<file path="src/rtl/lfpd_pkg.sv">
// Package for the line follower PD steering unit: widths, reset values, the
// configuration and queue entry types, and the duty saturation function.
// Depends on nothing.
`default_nettype none

package lfpd_pkg;

   localparam int GAIN_FRAC_BITS = 8;

   localparam int SPEED_W    = 8;
   localparam int GAIN_W     = 12;
   localparam int POS_W      = 11;
   localparam int ERR_W      = 12;
   localparam int CSR_DATA_W = 12;
   localparam int CSR_IDX_W  = 2;

   localparam int PROD_W   = GAIN_W + 1 + ERR_W;
   localparam int PD_W     = PROD_W + 1;
   localparam int BASEQ_W  = SPEED_W + GAIN_FRAC_BITS + 1;
   localparam int Q_W      = ((PD_W > BASEQ_W) ? PD_W : BASEQ_W) + 1;
   localparam int WHOLE_W  = Q_W - GAIN_FRAC_BITS;

   localparam logic [POS_W-1:0] POS_LEFT       = POS_W'(2000);
   localparam logic [POS_W-1:0] POS_LEFT_HALF  = POS_W'(1500);
   localparam logic [POS_W-1:0] POS_CENTRE     = POS_W'(1000);
   localparam logic [POS_W-1:0] POS_RIGHT_HALF = POS_W'(500);
   localparam logic [POS_W-1:0] POS_RIGHT      = POS_W'(0);

   localparam logic [SPEED_W-1:0] BASE_DUTY_RESET  = SPEED_W'(200);
   localparam logic [SPEED_W-1:0] DUTY_CAP_RESET   = SPEED_W'(255);
   localparam logic [GAIN_W-1:0]  PROP_GAIN_RESET  = GAIN_W'(97);
   localparam logic [GAIN_W-1:0]  DERIV_GAIN_RESET = GAIN_W'(0);

   localparam int QUEUE_DEPTH = 2;
   localparam int QPTR_W      = $clog2(QUEUE_DEPTH);
   localparam int QCNT_W      = $clog2(QUEUE_DEPTH + 1);

   typedef enum logic [CSR_IDX_W-1:0] {
      CSR_BASE_DUTY  = 2'd0,
      CSR_DUTY_CAP   = 2'd1,
      CSR_PROP_GAIN  = 2'd2,
      CSR_DERIV_GAIN = 2'd3
   } csr_index_type;

   typedef struct packed {
      logic [SPEED_W-1:0] base_duty;
      logic [SPEED_W-1:0] duty_cap;
      logic [GAIN_W-1:0]  prop_gain;
      logic [GAIN_W-1:0]  deriv_gain;
   } cfg_type;

   typedef struct packed {
      logic                    finished;
      logic [POS_W-1:0]        position;
      logic signed [ERR_W-1:0] error;
      logic signed [ERR_W-1:0] delta;
   } entry_type;

   function automatic logic [SPEED_W-1:0] duty_of(input logic signed [Q_W-1:0] q,
                                                  input logic [SPEED_W-1:0] limit);
      logic [WHOLE_W-1:0] whole;
      logic [SPEED_W-1:0] result;
      whole = q[Q_W-1:GAIN_FRAC_BITS];
      if (q <= 0) begin
         result = '0;
      end else if (whole > WHOLE_W'(limit)) begin
         result = limit;
      end else begin
         result = whole[SPEED_W-1:0];
      end
      return result;
   endfunction

endpackage

`default_nettype wire

</file>
<file path="src/rtl/line_follow_pd_steering_unit.sv">
// Line follower PD steering unit, top level: configuration registers, front end,
// queue and back end. Depends on lfpd_pkg, lfpd_front, lfpd_queue and lfpd_back.
// A result passes from its queue entry through the stage one register to the output register.
// Throughput: one transaction per cycle unless rsp_stall holds, set by the two stage multiply pipeline.
// Reset: gains and speeds return to their defaults, the held position to centre,
// the previous error to zero, and the queue and pipeline empty.
`default_nettype none

module line_follow_pd_steering_unit (
   input  wire logic                              clock,
   input  wire logic                              reset,
   input  wire logic                              req_valid,
   output logic                                   req_stall,
   input  wire logic                              req_sensor_right,
   input  wire logic                              req_sensor_center,
   input  wire logic                              req_sensor_left,
   output logic                                   rsp_valid,
   input  wire logic                              rsp_stall,
   output logic [lfpd_pkg::SPEED_W-1:0]           rsp_left_speed,
   output logic [lfpd_pkg::SPEED_W-1:0]           rsp_right_speed,
   output logic [lfpd_pkg::POS_W-1:0]             rsp_line_position,
   output logic                                   rsp_finished,
   input  wire logic                              csr_write_enable,
   input  wire logic [lfpd_pkg::CSR_IDX_W-1:0]    csr_index,
   input  wire logic [lfpd_pkg::CSR_DATA_W-1:0]   csr_write_data
);
   import lfpd_pkg::*;

   cfg_type       cfg_ff, cfg_in;
   csr_index_type csr_sel;
   logic          queue_full;
   logic          push;
   entry_type     push_entry;
   logic          pop;
   logic          pop_valid;
   entry_type     pop_entry;

   assign csr_sel = csr_index_type'(csr_index);

   always_comb begin
      cfg_in = cfg_ff;
      if (csr_write_enable) begin
         unique case (csr_sel)
            CSR_BASE_DUTY:  cfg_in.base_duty  = csr_write_data[SPEED_W-1:0];
            CSR_DUTY_CAP:   cfg_in.duty_cap   = csr_write_data[SPEED_W-1:0];
            CSR_PROP_GAIN:  cfg_in.prop_gain  = csr_write_data[GAIN_W-1:0];
            CSR_DERIV_GAIN: cfg_in.deriv_gain = csr_write_data[GAIN_W-1:0];
         endcase
      end
   end

   always_ff @(posedge clock) begin
      if (reset) begin
         cfg_ff.base_duty  <= BASE_DUTY_RESET;
         cfg_ff.duty_cap   <= DUTY_CAP_RESET;
         cfg_ff.prop_gain  <= PROP_GAIN_RESET;
         cfg_ff.deriv_gain <= DERIV_GAIN_RESET;
      end else begin
         cfg_ff <= cfg_in;
      end
   end

   lfpd_front u_front (
      .clock             (clock),
      .reset             (reset),
      .req_valid         (req_valid),
      .req_stall         (req_stall),
      .req_sensor_right  (req_sensor_right),
      .req_sensor_center (req_sensor_center),
      .req_sensor_left   (req_sensor_left),
      .queue_full        (queue_full),
      .push              (push),
      .push_entry        (push_entry)
   );

   lfpd_queue u_queue (
      .clock      (clock),
      .reset      (reset),
      .push       (push),
      .push_entry (push_entry),
      .full       (queue_full),
      .pop        (pop),
      .pop_valid  (pop_valid),
      .pop_entry  (pop_entry)
   );

   lfpd_back u_back (
      .clock             (clock),
      .reset             (reset),
      .cfg               (cfg_ff),
      .pop_valid         (pop_valid),
      .pop_entry         (pop_entry),
      .pop               (pop),
      .rsp_valid         (rsp_valid),
      .rsp_stall         (rsp_stall),
      .rsp_left_speed    (rsp_left_speed),
      .rsp_right_speed   (rsp_right_speed),
      .rsp_line_position (rsp_line_position),
      .rsp_finished      (rsp_finished)
   );

endmodule

`default_nettype wire

</file>
<file path="src/rtl/lfpd_front.sv">
// Front end: accepts sensor samples, classifies them, keeps the held position
// and previous error, and pushes one entry per transaction into the queue.
// Depends on lfpd_pkg.
`default_nettype none

module lfpd_front (
   input  wire logic               clock,
   input  wire logic               reset,
   input  wire logic               req_valid,
   output logic                    req_stall,
   input  wire logic               req_sensor_right,
   input  wire logic               req_sensor_center,
   input  wire logic               req_sensor_left,
   input  wire logic               queue_full,
   output logic                    push,
   output lfpd_pkg::entry_type     push_entry
);
   import lfpd_pkg::*;

   logic [POS_W-1:0]        held_position_ff, held_position_in;
   logic signed [ERR_W-1:0] previous_error_ff, previous_error_in;
   logic [POS_W-1:0]        position;
   logic                    finish;
   logic signed [ERR_W:0]   error_wide;
   logic signed [ERR_W:0]   delta_wide;

   assign req_stall = queue_full;
   assign push      = req_valid && !queue_full;

   always_comb begin
      finish   = 1'b0;
      position = held_position_ff;
      unique case ({req_sensor_left, req_sensor_center, req_sensor_right})
         3'b000: begin
            finish   = 1'b1;
            position = POS_RIGHT;
         end
         3'b001: position = POS_RIGHT;
         3'b010: position = POS_CENTRE;
         3'b011: position = POS_RIGHT_HALF;
         3'b100: position = POS_LEFT;
         3'b101: position = POS_CENTRE;
         3'b110: position = POS_LEFT_HALF;
         3'b111: position = held_position_ff;
      endcase
   end

   assign error_wide = signed'((ERR_W+1)'(POS_CENTRE)) - signed'((ERR_W+1)'(position));
   assign delta_wide = (ERR_W+1)'(error_wide[ERR_W-1:0]) - (ERR_W+1)'(previous_error_ff);

   always_comb begin
      push_entry.finished = finish;
      push_entry.position = position;
      push_entry.error    = error_wide[ERR_W-1:0];
      push_entry.delta    = delta_wide[ERR_W-1:0];
   end

   always_comb begin
      held_position_in  = held_position_ff;
      previous_error_in = previous_error_ff;
      if (push && !finish) begin
         held_position_in  = position;
         previous_error_in = error_wide[ERR_W-1:0];
      end
   end

   always_ff @(posedge clock) begin
      if (reset) begin
         held_position_ff  <= POS_CENTRE;
         previous_error_ff <= '0;
      end else begin
         held_position_ff  <= held_position_in;
         previous_error_ff <= previous_error_in;
      end
   end

endmodule

`default_nettype wire

</file>
<file path="src/rtl/lfpd_queue.sv">
// Short queue between the front end and the back end, so that each side can
// stall on its own. Depends on lfpd_pkg.
`default_nettype none

module lfpd_queue (
   input  wire logic                clock,
   input  wire logic                reset,
   input  wire logic                push,
   input  wire lfpd_pkg::entry_type push_entry,
   output logic                     full,
   input  wire logic                pop,
   output logic                     pop_valid,
   output lfpd_pkg::entry_type      pop_entry
);
   import lfpd_pkg::*;

   entry_type          entries_ff [QUEUE_DEPTH];
   logic [QPTR_W-1:0]  wr_ptr_ff, wr_ptr_in;
   logic [QPTR_W-1:0]  rd_ptr_ff, rd_ptr_in;
   logic [QCNT_W-1:0]  count_ff, count_in;

   assign full      = (count_ff == QCNT_W'(QUEUE_DEPTH));
   assign pop_valid = (count_ff != '0);
   assign pop_entry = entries_ff[rd_ptr_ff];

   always_comb begin
      wr_ptr_in = push ? QPTR_W'(wr_ptr_ff + 1'b1) : wr_ptr_ff;
      rd_ptr_in = pop  ? QPTR_W'(rd_ptr_ff + 1'b1) : rd_ptr_ff;
      count_in  = count_ff;
      if (push && !pop) begin
         count_in = QCNT_W'(count_ff + 1'b1);
      end else if (pop && !push) begin
         count_in = QCNT_W'(count_ff - 1'b1);
      end
   end

   always_ff @(posedge clock) begin
      if (push) begin
         entries_ff[wr_ptr_ff] <= push_entry;
      end
   end

   always_ff @(posedge clock) begin
      if (reset) begin
         wr_ptr_ff <= '0;
         rd_ptr_ff <= '0;
         count_ff  <= '0;
      end else begin
         wr_ptr_ff <= wr_ptr_in;
         rd_ptr_ff <= rd_ptr_in;
         count_ff  <= count_in;
      end
   end

   a_no_overflow: assert property (@(posedge clock) disable iff (reset)
      !(push && full && !pop))
      else $error("queue written while full");

   a_no_underflow: assert property (@(posedge clock) disable iff (reset)
      pop |-> pop_valid)
      else $error("queue read while empty");

endmodule

`default_nettype wire

</file>
<file path="src/rtl/lfpd_back.sv">
// Back end: forms the PD correction from queued entries in a two stage pipeline
// and drives the result channel from an output register. Depends on lfpd_pkg.
`default_nettype none

module lfpd_back (
   input  wire logic                clock,
   input  wire logic                reset,
   input  wire lfpd_pkg::cfg_type   cfg,
   input  wire logic                pop_valid,
   input  wire lfpd_pkg::entry_type pop_entry,
   output logic                     pop,
   output logic                     rsp_valid,
   input  wire logic                rsp_stall,
   output logic [lfpd_pkg::SPEED_W-1:0] rsp_left_speed,
   output logic [lfpd_pkg::SPEED_W-1:0] rsp_right_speed,
   output logic [lfpd_pkg::POS_W-1:0]   rsp_line_position,
   output logic                         rsp_finished
);
   import lfpd_pkg::*;

   logic                     s1_valid_ff;
   logic                     s1_finished_ff;
   logic [POS_W-1:0]         s1_position_ff;
   logic signed [PROD_W-1:0] s1_prop_ff, s1_prop_in;
   logic signed [PROD_W-1:0] s1_deriv_ff, s1_deriv_in;

   logic                     rsp_valid_ff;
   logic [SPEED_W-1:0]       left_speed_ff, left_speed_in;
   logic [SPEED_W-1:0]       right_speed_ff, right_speed_in;
   logic [POS_W-1:0]         line_position_ff;
   logic                     finished_ff;

   logic                     out_ready;
   logic                     s1_ready;
   logic signed [PROD_W-1:0] prop_gain_ext, deriv_gain_ext, error_ext, delta_ext;
   logic signed [Q_W-1:0]    pd_q, base_q;

   assign out_ready = !rsp_valid_ff || !rsp_stall;
   assign s1_ready  = !s1_valid_ff || out_ready;
   assign pop       = pop_valid && s1_ready;

   assign prop_gain_ext  = PROD_W'(signed'({1'b0, cfg.prop_gain}));
   assign deriv_gain_ext = PROD_W'(signed'({1'b0, cfg.deriv_gain}));
   assign error_ext      = PROD_W'(pop_entry.error);
   assign delta_ext      = PROD_W'(pop_entry.delta);
   assign s1_prop_in     = prop_gain_ext * error_ext;
   assign s1_deriv_in    = deriv_gain_ext * delta_ext;

   assign pd_q   = Q_W'(s1_prop_ff) + Q_W'(s1_deriv_ff);
   assign base_q = signed'(Q_W'({cfg.base_duty, {GAIN_FRAC_BITS{1'b0}}}));

   always_comb begin
      left_speed_in  = '0;
      right_speed_in = '0;
      if (!s1_finished_ff) begin
         left_speed_in  = duty_of(Q_W'(base_q - pd_q), cfg.duty_cap);
         right_speed_in = duty_of(Q_W'(base_q + pd_q), cfg.duty_cap);
      end
   end

   always_ff @(posedge clock) begin
      if (pop) begin
         s1_finished_ff <= pop_entry.finished;
         s1_position_ff <= pop_entry.position;
         s1_prop_ff     <= s1_prop_in;
         s1_deriv_ff    <= s1_deriv_in;
      end
      if (s1_valid_ff && out_ready) begin
         left_speed_ff    <= left_speed_in;
         right_speed_ff   <= right_speed_in;
         line_position_ff <= s1_position_ff;
         finished_ff      <= s1_finished_ff;
      end
   end

   always_ff @(posedge clock) begin
      if (reset) begin
         s1_valid_ff  <= 1'b0;
         rsp_valid_ff <= 1'b0;
      end else begin
         if (s1_ready) begin
            s1_valid_ff <= pop_valid;
         end
         if (out_ready) begin
            rsp_valid_ff <= s1_valid_ff;
         end
      end
   end

   assign rsp_valid         = rsp_valid_ff;
   assign rsp_left_speed    = left_speed_ff;
   assign rsp_right_speed   = right_speed_ff;
   assign rsp_line_position = line_position_ff;
   assign rsp_finished      = finished_ff;

   a_speed_limit: assert property (@(posedge clock) disable iff (reset)
      rsp_valid |-> (rsp_left_speed <= cfg.duty_cap && rsp_right_speed <= cfg.duty_cap))
      else $error("duty above the upper limit");

   a_finish_stops: assert property (@(posedge clock) disable iff (reset)
      (rsp_valid && rsp_finished) |->
      (rsp_left_speed == '0 && rsp_right_speed == '0 && rsp_line_position == '0))
      else $error("finish transaction with non-zero outputs");

endmodule

`default_nettype wire
</file>
<file path="config.mk">
export PLATFORM = sky130hd
export DESIGN_NAME = line_follow_pd_steering_unit
export DESIGN_NICKNAME = d
export VERILOG_FILES = /design/src/rtl/lfpd_pkg.sv /design/src/rtl/line_follow_pd_steering_unit.sv /design/src/rtl/lfpd_front.sv /design/src/rtl/lfpd_queue.sv /design/src/rtl/lfpd_back.sv
export SDC_FILE = /design/constraint.sdc
export NUM_CORES = 1
export LEC_CHECK = 0
export BUFFER_PORTS_ARGS = -buffer_cell sky130_fd_sc_hd__buf_4
export CAP_MARGIN = 25
export CORE_ASPECT_RATIO = 1.2
export CORE_UTILIZATION = 60
export CTS_BUF_LIST = sky130_fd_sc_hd__clkbuf_8
export DETAILED_ROUTE_END_ITERATION = 12
export GPL_TIMING_DRIVEN = 0
export PLACE_DENSITY = 0.78
export SLEW_MARGIN = 20
export SYNTH_ARGS = -nofsm -noshare
export SYNTH_HDL_FRONTEND = slang
export SYNTH_SLANG_ARGS = --single-unit
</file>
<file path="constraint.sdc">
create_clock -name clock -period 18.45 [get_ports clock]
set_clock_uncertainty 0.05 [all_clocks]
set_input_delay 0.9225 -clock clock [delete_from_list [all_inputs] [get_ports clock]]
set_output_delay 0.9225 -clock clock [all_outputs]
set_load 0.005 [all_outputs]
</file>
==> results.sh, run 1 <==
export IMPL_cts_hold_buf=0
export IMPL_grt_antenna_before_repair=0
export IMPL_routedWlPerCell_um=17.7
export IMPL_synth_main_ff_cell="edfxtp_1"
export IMPL_avgSynthCellArea_sq_um=9.62
export IMPL_worst_path_max_fanout=10
export IMPL_cap_violations=0
export IMPL_finalSetupViolCount=0
export IMPL_first_global_vias=16500
export IMPL_worstRegToRegCells=26
export IMPL_ant_nets=0
export IMPL_rrSetupSlack_ns=10.23
export IMPL_end_kind="flop"
export IMPL_die_h_um=208
export IMPL_drt_iter0_drc=833
export IMPL_grt_setup_unrepaired="false"
export IMPL_path_clk_slew_ns=0.07
export IMPL_ys_ff_latch=229
export IMPL_worst_slew_pin_slew_ns=0.819
export IMPL_post_drt_via_cell_ratio=5.64
export IMPL_pin_count=52
export IMPL_area_delta_synth_final_pct=8.86
export IMPL_portBuffers=51
export IMPL_hp_class="reg -> reg"
export IMPL_drc_errors=0
export IMPL_hold_path_depth=0
export IMPL_drive_above_1_share=0.0800
export IMPL_grt_pass1_wl_mm=81.8
export IMPL_worstPathArrival_ns=8.46
export IMPL_track_usage=0.287
export IMPL_drtPass1Iterations=7
export IMPL_grt_max_degree=54
export IMPL_cts_setup_buffers=0
export IMPL_rows=75
export IMPL_wirelength_mm=49.6
export IMPL_async_flop_share=0
export IMPL_path_class="reg -> reg"
export IMPL_die_w_um=174
export IMPL_cts_buffers=39
export IMPL_final_common_cell="inv_1"
export IMPL_core_area_sq_mm=0.0349
export IMPL_period_needed_ns=8.22
export IMPL_fin_nets=2755
export IMPL_gr_total_overflow=0
export IMPL_cts_sinks=229
export IMPL_ys_seq_area_frac=0.291
export IMPL_root_buffer="clkbuf_8"
export IMPL_yosys_warnings=0
export IMPL_yosys_cell_types_count=84
export IMPL_cts_tree="built"
export IMPL_start_util=0.609
export IMPL_hpwlAfterDp_mm=40.6
export IMPL_netlist_area_sq_mm=0.0213
export IMPL_hold_violations=0
export IMPL_cts_max_path_buffers=3
export IMPL_gp_congestion=0.932
export IMPL_fmax_mhz=122
export IMPL_status="complete, no violations"
export IMPL_finalSetupTns_ns=0
export IMPL_slew_viol_final=0
export IMPL_num_vias=15800
export IMPL_fin_crit_sh=0.446
export IMPL_die_area_sq_mm=0.0362
export IMPL_syn_num_nets=2659
export IMPL_insertion_delay_ns=0.57
export IMPL_worstPathRequired_ns=18.69
export IMPL_cts_resized=0
export IMPL_synthCells=2211
export IMPL_maxSlewHeadroom=0.449
export IMPL_final_cell_mix="inv_1 (357), nand2_1 (303), ha_1 (221), fa_1 (205), edfxtp_1 (160)"
export IMPL_htree_levels=2
export IMPL_startpoint_type="flop"
export IMPL_synth_edff_count=160
-- kinds of logic (layout without fill, tap and decap cells) --
group | Yosys count | in the layout | synth area share
adders and majority gates | 426 | 426 | 0.323
xor gates and xnor gates | 85 | 85 | 0.0350
and+or+nand+nor | 700 | 700 | 0.159
other | 0 | 2 | 0
DFF | 229 | 229 | 0.291
AOI/OAI and AO/OA | 295 | 295 | 0.0919
muxes | 47 | 47 | 0.0241
buffers and inverters | 429 | 556 | 0.0761
-- registers in the layout (all words and copies together) (netlist names), named ones only --
signal and cells:
cfg_ff 40, u_back.rsp_finished 1, u_back.rsp_left_speed 8, u_back.rsp_line_position 11, u_back.rsp_right_speed 8, u_back.rsp_valid 1
u_back.s1_deriv_ff 25, u_back.s1_finished_ff 1, u_back.s1_position_ff 11, u_back.s1_prop_ff 25, u_back.s1_valid_ff 1, u_front.held_position_ff 10
u_front.previous_error_ff 12, u_queue.count_ff 2, u_queue.entries_ff 70, u_queue.rd_ptr_ff 1, u_queue.wr_ptr_ff 1
-- critical path, stage by stage, from the launching register on --
cell      delay, ns
dfxtp_1        0.31
clkbuf_1       0.40
clkbuf_1       0.55
mux2_2         0.38
clkbuf_1       0.40
nand2_1        0.14
fa_1           0.52
inv_1          0.04
ha_1           0.31
fa_1           0.51
inv_1          0.05
fa_1           0.46
fa_1           0.55
inv_1          0.05
ha_1           0.33
nor2b_1        0.14
o21ai_0        0.22
a21boi_0       0.15
o21ai_0        0.28
a21boi_0       0.18
o21ai_0        0.23
nand2_1        0.13
a41o_1         0.29
o41a_1         0.33
a41oi_1        0.30
a21boi_0       0.17
xor2_1         0.44
-- cells in the mapped netlist, types with 11 or more instances --
cell type / count / share of area
inv_1: 349 / 0.062
nand2_1: 303 / 0.053
ha_1: 221 / 0.13
fa_1: 205 / 0.19
edfxtp_1: 160 / 0.23
nor2_1: 111 / 0.020
a21oi_1: 98 / 0.023
and2_1: 80 / 0.024
clkbuf_1: 73 / 0.013
dfxtp_1: 69 / 0.065
xnor2_1: 61 / 0.025
o21ai_0: 51 / 0.012
nor2b_1: 44 / 0.013
mux2_2: 33 / 0.017
nor3_1: 29 / 0.0068
xor2_1: 24 / 0.0099
nand2b_1: 21 / 0.0062
nand3_1: 19 / 0.0045
and3_1: 17 / 0.0050
or2_2: 17 / 0.0050
o21a_1: 16 / 0.0056
a211oi_1: 14 / 0.0049
mux2i_1: 14 / 0.0066
nand3b_1: 13 / 0.0046
a21o_1: 11 / 0.0039
o21bai_1: 11 / 0.0039
-- worst paths after layout --
path / endpoint / startpoint
max: u_back.s1_deriv_ff[23] / flop
max reg2reg: u_back.s1_deriv_ff[23] / flop
min reg2reg: u_back.rsp_line_position[0] / u_back.s1_position_ff[0]
min: u_back.rsp_line_position[0] / u_back.s1_position_ff[0]
-- routing by layer --
| metal | global-route usage | up-vias | routed length [um] |
|---|---|---|---|
| li1 | - | 7467 | - |
| met1 | 0.339 | 7688 | 19500 |
| met2 | 0.506 | 520 | 24400 |
| met3 | 0.0397 | 141 | 2800 |
| met4 | 0.149 | 0 | 2870 |
| met5 | 0 | - | 0 |
-- cell type report --
cell class	count	area (sq um)
clock buffers	40	551
repair buffers	55	485
fillers	2771	11800
multi-input cells	1553	13500
inverters	349	1310
plain buffers	80	309
well taps	462	578
diodes	2	5.00
clock inverters	32	243
flip-flops and latches	229	6190
-- metrics by stage --
step                      std cells  cell area [sq um]  utilization  hold slack (ns)  setup slack (ns)
after floorplan                2211              21300            -            0.350             11.84
after global placement         2724              22200        0.637            0.355             10.55
after detailed placement       2728              22400        0.641            0.358             10.36
after CTS                      2800              23200        0.663            0.374             10.26
after global routing           2800              23200        0.663            0.384              9.81
final                          2802              23200        0.663            0.374             10.23
Power of run 1 is not shown: default switching activity piles up to over one toggle a cycle in this logic, so the estimate is an artifact.
==> run 2: changes to the inputs <==
PLACE_DENSITY = 0.81   (was 0.78)
clock period = 6.6 ns   (was 18.45 ns; I/O delays follow)
==> run 2 against run 1 <==
  * Setup slack worse by 10 ns
  * First-iteration DRC count up 8.5%
  * Clock-buffer cell count unchanged
  * Sequential share of layout area down 0.44 points
  * Design area up 1.7%
  * Register-to-register slack worse by 10 ns
==> results.sh, run 2 (synthesized netlist as in run 1, its figures left out) <==
export IMPL_worstRegToRegCells=21
export IMPL_final_cell_mix="inv_1 (354), nand2_1 (303), ha_1 (220), fa_1 (205), edfxtp_1 (160)"
export IMPL_maxSlewHeadroom=0.467
export IMPL_cts_max_path_buffers=3
export IMPL_routedWlPerCell_um=18.0
export IMPL_worstPathArrival_ns=6.66
export IMPL_placed_cell_area_sq_mm=0.0224
export IMPL_worst_path_max_fanout=10
export IMPL_path_clk_slew_ns=0.07
export IMPL_hold_violations=0
export IMPL_cts_sinks=229
export IMPL_grt_setup_unrepaired="true"
export IMPL_hp_class="in -> reg"
export IMPL_rrSetupSlack_ns=0.19
export IMPL_portBuffers=51
export IMPL_antenna_diode_count=0
export IMPL_reg_top3="u_queue.entries_ff: 70 flops, cfg_ff: 40 flops"
export IMPL_period_needed_ns=6.41
export IMPL_grt_antenna_before_repair=0
export IMPL_largest_register="u_queue.entries_ff"
export IMPL_pin_count=52
export IMPL_min_to="u_front.held_position_ff[1]"
export IMPL_fin_area_sq_mm=0.0236
export IMPL_status="complete, no violations"
export IMPL_ant_nets=0
export IMPL_path_delay_family="adder cells"
export IMPL_fin_crit_sh=0.971
export IMPL_drc_errors=0
export IMPL_core_area_sq_mm=0.0349
export IMPL_cts_tree="built"
export IMPL_first_global_vias=16800
export IMPL_worst_slew_pin_slew_ns=0.793
export IMPL_gp_congestion=0.929
export IMPL_slowest_delay_ns=0.55
export IMPL_root_buffer="clkbuf_8"
export IMPL_die_w_um=174
export IMPL_cap_violations=0
export IMPL_gr_total_overflow=0
export IMPL_post_drt_via_cell_ratio=5.73
export IMPL_worstPathRequired_ns=6.85
export IMPL_end_kind="flop"
export IMPL_crit_buf_inv=5
export IMPL_rows=75
export IMPL_drtPass1Iterations=6
export IMPL_final_common_cell="inv_1"
export IMPL_wirelength_mm=50.4
export IMPL_grt_max_degree=54
export IMPL_num_vias=16000
export IMPL_hold_ws_ns=0.0850
export IMPL_min_from="reset"
export IMPL_r2r_end="u_back.s1_deriv_ff[23]"
export IMPL_slew_viol_final=0
export IMPL_cpMostUsedCell="fa_1"
export IMPL_die_area_sq_mm=0.0362
export IMPL_critPathSlowestCell="fa_1"
export IMPL_startpoint_type="flop"
export IMPL_drive_above_1_share=0.0980
export IMPL_final_seq_area_sq_mm=0.00619
export IMPL_path_class="reg -> reg"
export IMPL_fin_nets=2755
export IMPL_insertion_delay_ns=0.59
export IMPL_area_delta_synth_final_pct=10.7
export IMPL_die_h_um=208
export IMPL_start_util=0.609
export IMPL_hpwlAfterDp_mm=40.7
export IMPL_fill_cells=2627
export IMPL_track_usage=0.287
export IMPL_crit_chain="buf_6 > mux2i_2 > clkbuf_4 > or2_2 > fa_1 > fa_1 > inv_1 > fa_1 > fa_1 > inv_1 > fa_1 > inv_1 > ha_1 > a21boi_0 > o21ai_1 > nand2_1 > a41o_1 > o41a_1 > a41oi_2 > a21boi_2 > xor2_2"
export IMPL_htree_levels=2
export IMPL_cts_buffers=37
export IMPL_drt_iter0_drc=904
export IMPL_fmax_mhz=156
export IMPL_largest_reg_flops=70
export IMPL_grt_pass1_wl_mm=81.9
export IMPL_finalSetupViolCount=0
export IMPL_multi_input_area_sq_mm=0.0137
export IMPL_hold_path_depth=3
run 2: cell count changes in the layout (fill, tap and decap cells not counted), moves of 4 or more:
cell	delta
clkbuf_4	+5
buf_4	+4
clkbuf_2	+4
mux2_2	-6
o21ai_0	-7
dlygate4sd3_1	+13
clkbuf_1	-28
mux2_4	+6
o21ai_1	+6
clkinv_1	-5
mux2i_1	-4
run 2: layout make-up:
type	count	share of cell area
Tap cell	462	0.0245
Inverter	349	0.0557
Clock inverter	28	0.0124
Sequential cell	229	0.263
Clock buffer	40	0.0234
Timing Repair Buffer	72	0.0274
Multi-Input combinational cell	1553	0.580
Buffer	65	0.0140
run 2: per-stage QoR:
step                utilization  worst slack (ns)  setup TNS (ns)  cells
floorplan                     -             0.127               0   2211
global placement          0.637             -1.04           -7.70   2724
detailed placement        0.641             -1.14          -10.12   2728
CTS                       0.671            0.0117               0   2800
global route              0.675           -0.0899          -0.150   2798
finish                    0.675             0.188               0   2798
run 2: timing repair:
item,4_1_cts,5_1_grt
pin swaps,2,4
endpoints found under the setup margin,20,26
hold buffers,13,0
gates resized for setup,35,44
endpoints found under the hold margin,29,0
buffers inserted,0,4
run 2: layer usage:
metal | routed length, um | vias to the layer above | track usage
met5 | 0 | - | 0
met4 | 3320 | 0 | 0.176
met3 | 3050 | 166 | 0.0431
met2 | 25200 | 567 | 0.511
met1 | 18700 | 7836 | 0.321
li1 | - | 7463 | -
run 2: worst max-delay path by stage:
| stage | start | end | cells after the start |
|---|---|---|---|
| after global routing | flop | u_back.s1_deriv_ff[23] | 23 |
| after CTS | flop | u_back.s1_deriv_ff[23] | 25 |
| after floorplan | flop | u_back.s1_deriv_ff[23] | 26 |
| final | flop | u_back.s1_deriv_ff[23] | 21 |
| after detailed placement | flop | u_back.s1_deriv_ff[24] | 24 |
| after global placement | flop | u_back.s1_deriv_ff[24] | 24 |
run 2: worst min-delay path, delay by kind of cell:
| kind | cells | cell delay, ns |
|---|---|---|
| AOI/OAI and AO/OA | 1 | 0.06 |
| buffers and inverters | 1 | 0.10 |
| and+or+nand+nor | 1 | 0.15 |
Power of run 2 is left out for the same reason.
==> run 3: changes to the inputs <==
CORE_MARGIN = 4   (was default)
PLACE_DENSITY = 0.88   (was 0.81)
==> run 3 against run 2 <==
  * First-iteration DRC count is 39% higher
  * Final cell count is 0.18% lower
  * Clock-buffer cell count is 1 higher
  * Via count is 0.33% higher
  * Critical path type unchanged
  * Critical endpoint is now u_back.s1_deriv_ff[24]
==> results.sh, run 3 (synthesized netlist as in run 1, its figures left out) <==
export IMPL_worst_slack_ns=0.225
export IMPL_routedWlPerCell_um=18.2
export IMPL_startpoint_type="flop"
export IMPL_cts_tree="built"
export IMPL_drc_errors=0
export IMPL_use_met3=0.0478
export IMPL_finalSetupTns_ns=0
export IMPL_period_needed_ns=6.37
export IMPL_path_class="reg -> reg"
export IMPL_cts_max_path_buffers=3
export IMPL_final_common_cell="inv_1"
export IMPL_maxSlewHeadroom=0.406
export IMPL_num_vias=16100
export IMPL_reg_top3="u_queue.entries_ff: 70 flops, cfg_ff: 40 flops"
export IMPL_drtPass1Iterations=8
export IMPL_grt_max_degree=54
export IMPL_htree_levels=2
export IMPL_dp_cells=2728
export IMPL_insertion_delay_ns=0.56
export IMPL_drive_above_1_share=0.0936
export IMPL_rows=75
export IMPL_die_h_um=214
export IMPL_worst_path_max_fanout=10
export IMPL_worstRegToRegCells=22
export IMPL_fin_nets=2753
export IMPL_cts_sinks=229
export IMPL_largest_register="u_queue.entries_ff"
export IMPL_drt_iter0_drc=1255
export IMPL_rrSetupSlack_ns=0.23
export IMPL_portBuffers=51
export IMPL_wirelength_mm=51.0
export IMPL_ant_nets=0
export IMPL_fin_area_sq_mm=0.0234
export IMPL_die_w_um=180
export IMPL_finalSetupViolCount=0
export IMPL_worstPathRequired_ns=6.91
export IMPL_core_area_sq_mm=0.0350
export IMPL_root_buffer="clkbuf_8"
export IMPL_fill_cells=2510
export IMPL_path_clk_slew_ns=0.07
export IMPL_hold_violations=0
export IMPL_start_util=0.608
export IMPL_final_cell_mix="inv_1 (361), nand2_1 (303), ha_1 (220), fa_1 (205), edfxtp_1 (160)"
export IMPL_endpoint="u_back.s1_deriv_ff[24]"
export IMPL_post_drt_via_cell_ratio=5.76
export IMPL_worstPathArrival_ns=6.69
export IMPL_hp_class="in -> reg"
export IMPL_gp_congestion=0.977
export IMPL_slew_viol_final=0
export IMPL_cap_violations=0
export IMPL_met2_usage=0.467
export IMPL_fmax_mhz=157
export IMPL_cts_buffers=38
export IMPL_area_delta_synth_final_pct=9.85
export IMPL_worst_slew_pin_slew_ns=0.882
export IMPL_hpwlAfterDp_mm=40.7
export IMPL_fin_crit_sh=0.966
export IMPL_place_ws_ns=-1.20
export IMPL_die_area_sq_mm=0.0385
export IMPL_r2r_end="u_back.s1_deriv_ff[24]"
export IMPL_track_usage=0.264
export IMPL_end_kind="flop"
export IMPL_first_global_vias=17000
export IMPL_grt_busiest_layer="met2"
export IMPL_gr_total_overflow=0
export IMPL_pin_count=52
export IMPL_grt_pass1_wl_mm=83.1
export IMPL_status="complete, no violations"
export IMPL_grt_antenna_before_repair=1
export IMPL_fin_cells=2793
export IMPL_placed_cell_area_sq_mm=0.0224
export IMPL_use_met1=0.306
export IMPL_grt_setup_unrepaired="true"
export IMPL_largest_reg_flops=70
-- run 3: metrics by stage --
step	util	hold slack, ns
after floorplan	-	0.350
after global placement	0.635	0.355
after detailed placement	0.639	0.355
after CTS	0.664	0.00386
after global routing	0.668	0.00996
final	0.668	0.0203
-- run 3: critical path, stage by stage, from the launching register on --
cell and delay [ns]:
dfxtp_4 0.37, buf_6 0.17, mux2i_2 0.18, clkbuf_4 0.22
or2_2 0.31, fa_1 0.52, fa_1 0.56, inv_1 0.06
fa_1 0.52, fa_1 0.54, inv_1 0.05, fa_1 0.54
inv_1 0.05, ha_1 0.34, a21oi_1 0.20, o21ai_2 0.12
a211oi_2 0.28, o21ai_1 0.13, nand3_1 0.11, and3_1 0.21
o41ai_2 0.09, a21oi_1 0.25, xor2_2 0.30
-- run 3: final cells by class --
class                      count  area, sq um  share of cell area
clock buffer                  41          564              0.0241
tap                          462          578              0.0247
inverter                     349         1310              0.0562
multi-input combinational   1553        13600               0.584
sequential                   229         6190               0.265
timing repair buffer          68          598              0.0256
buffer                        66          337              0.0144
clock inverter                24          144             0.00616
antenna                        1         2.50            0.000107
-- run 3: worst min-delay path by stage --
stage | startpoint | end | slack (ns) | cells past startpoint
3_3_place_gp | u_back.s1_position_ff[3] | u_back.rsp_line_position[3] | 0.36 | 0
2_1_floorplan | u_back.s1_position_ff[0] | u_back.rsp_line_position[0] | 0.35 | 0
4_1_cts | csr_write_data[2] | cfg_ff[2] | 0.004 | 3
5_1_grt | csr_write_data[3] | cfg_ff[35] | 0.01 | 2
3_5_place_dp | u_back.s1_position_ff[6] | u_back.rsp_line_position[6] | 0.36 | 0
6_report | csr_write_data[2] | cfg_ff[26] | 0.02 | 3
-- run 3: layer usage --
metal	wire (um)	vias to the layer above
met3	3740	181
met5	0	-
met2	25700	674
li1	-	7456
met1	18700	7774
met4	2800	0
-- run 3: what timing repair did --
action                     CTS  global route
setup buffers                0             4
cloned                       0             0
pin swaps                    2             7
setup endpoints to repair   21            25
hold buffers                 9             0
hold endpoints to repair    13             0
gates resized for setup     41            34
Power of run 3 is left out for the same reason.
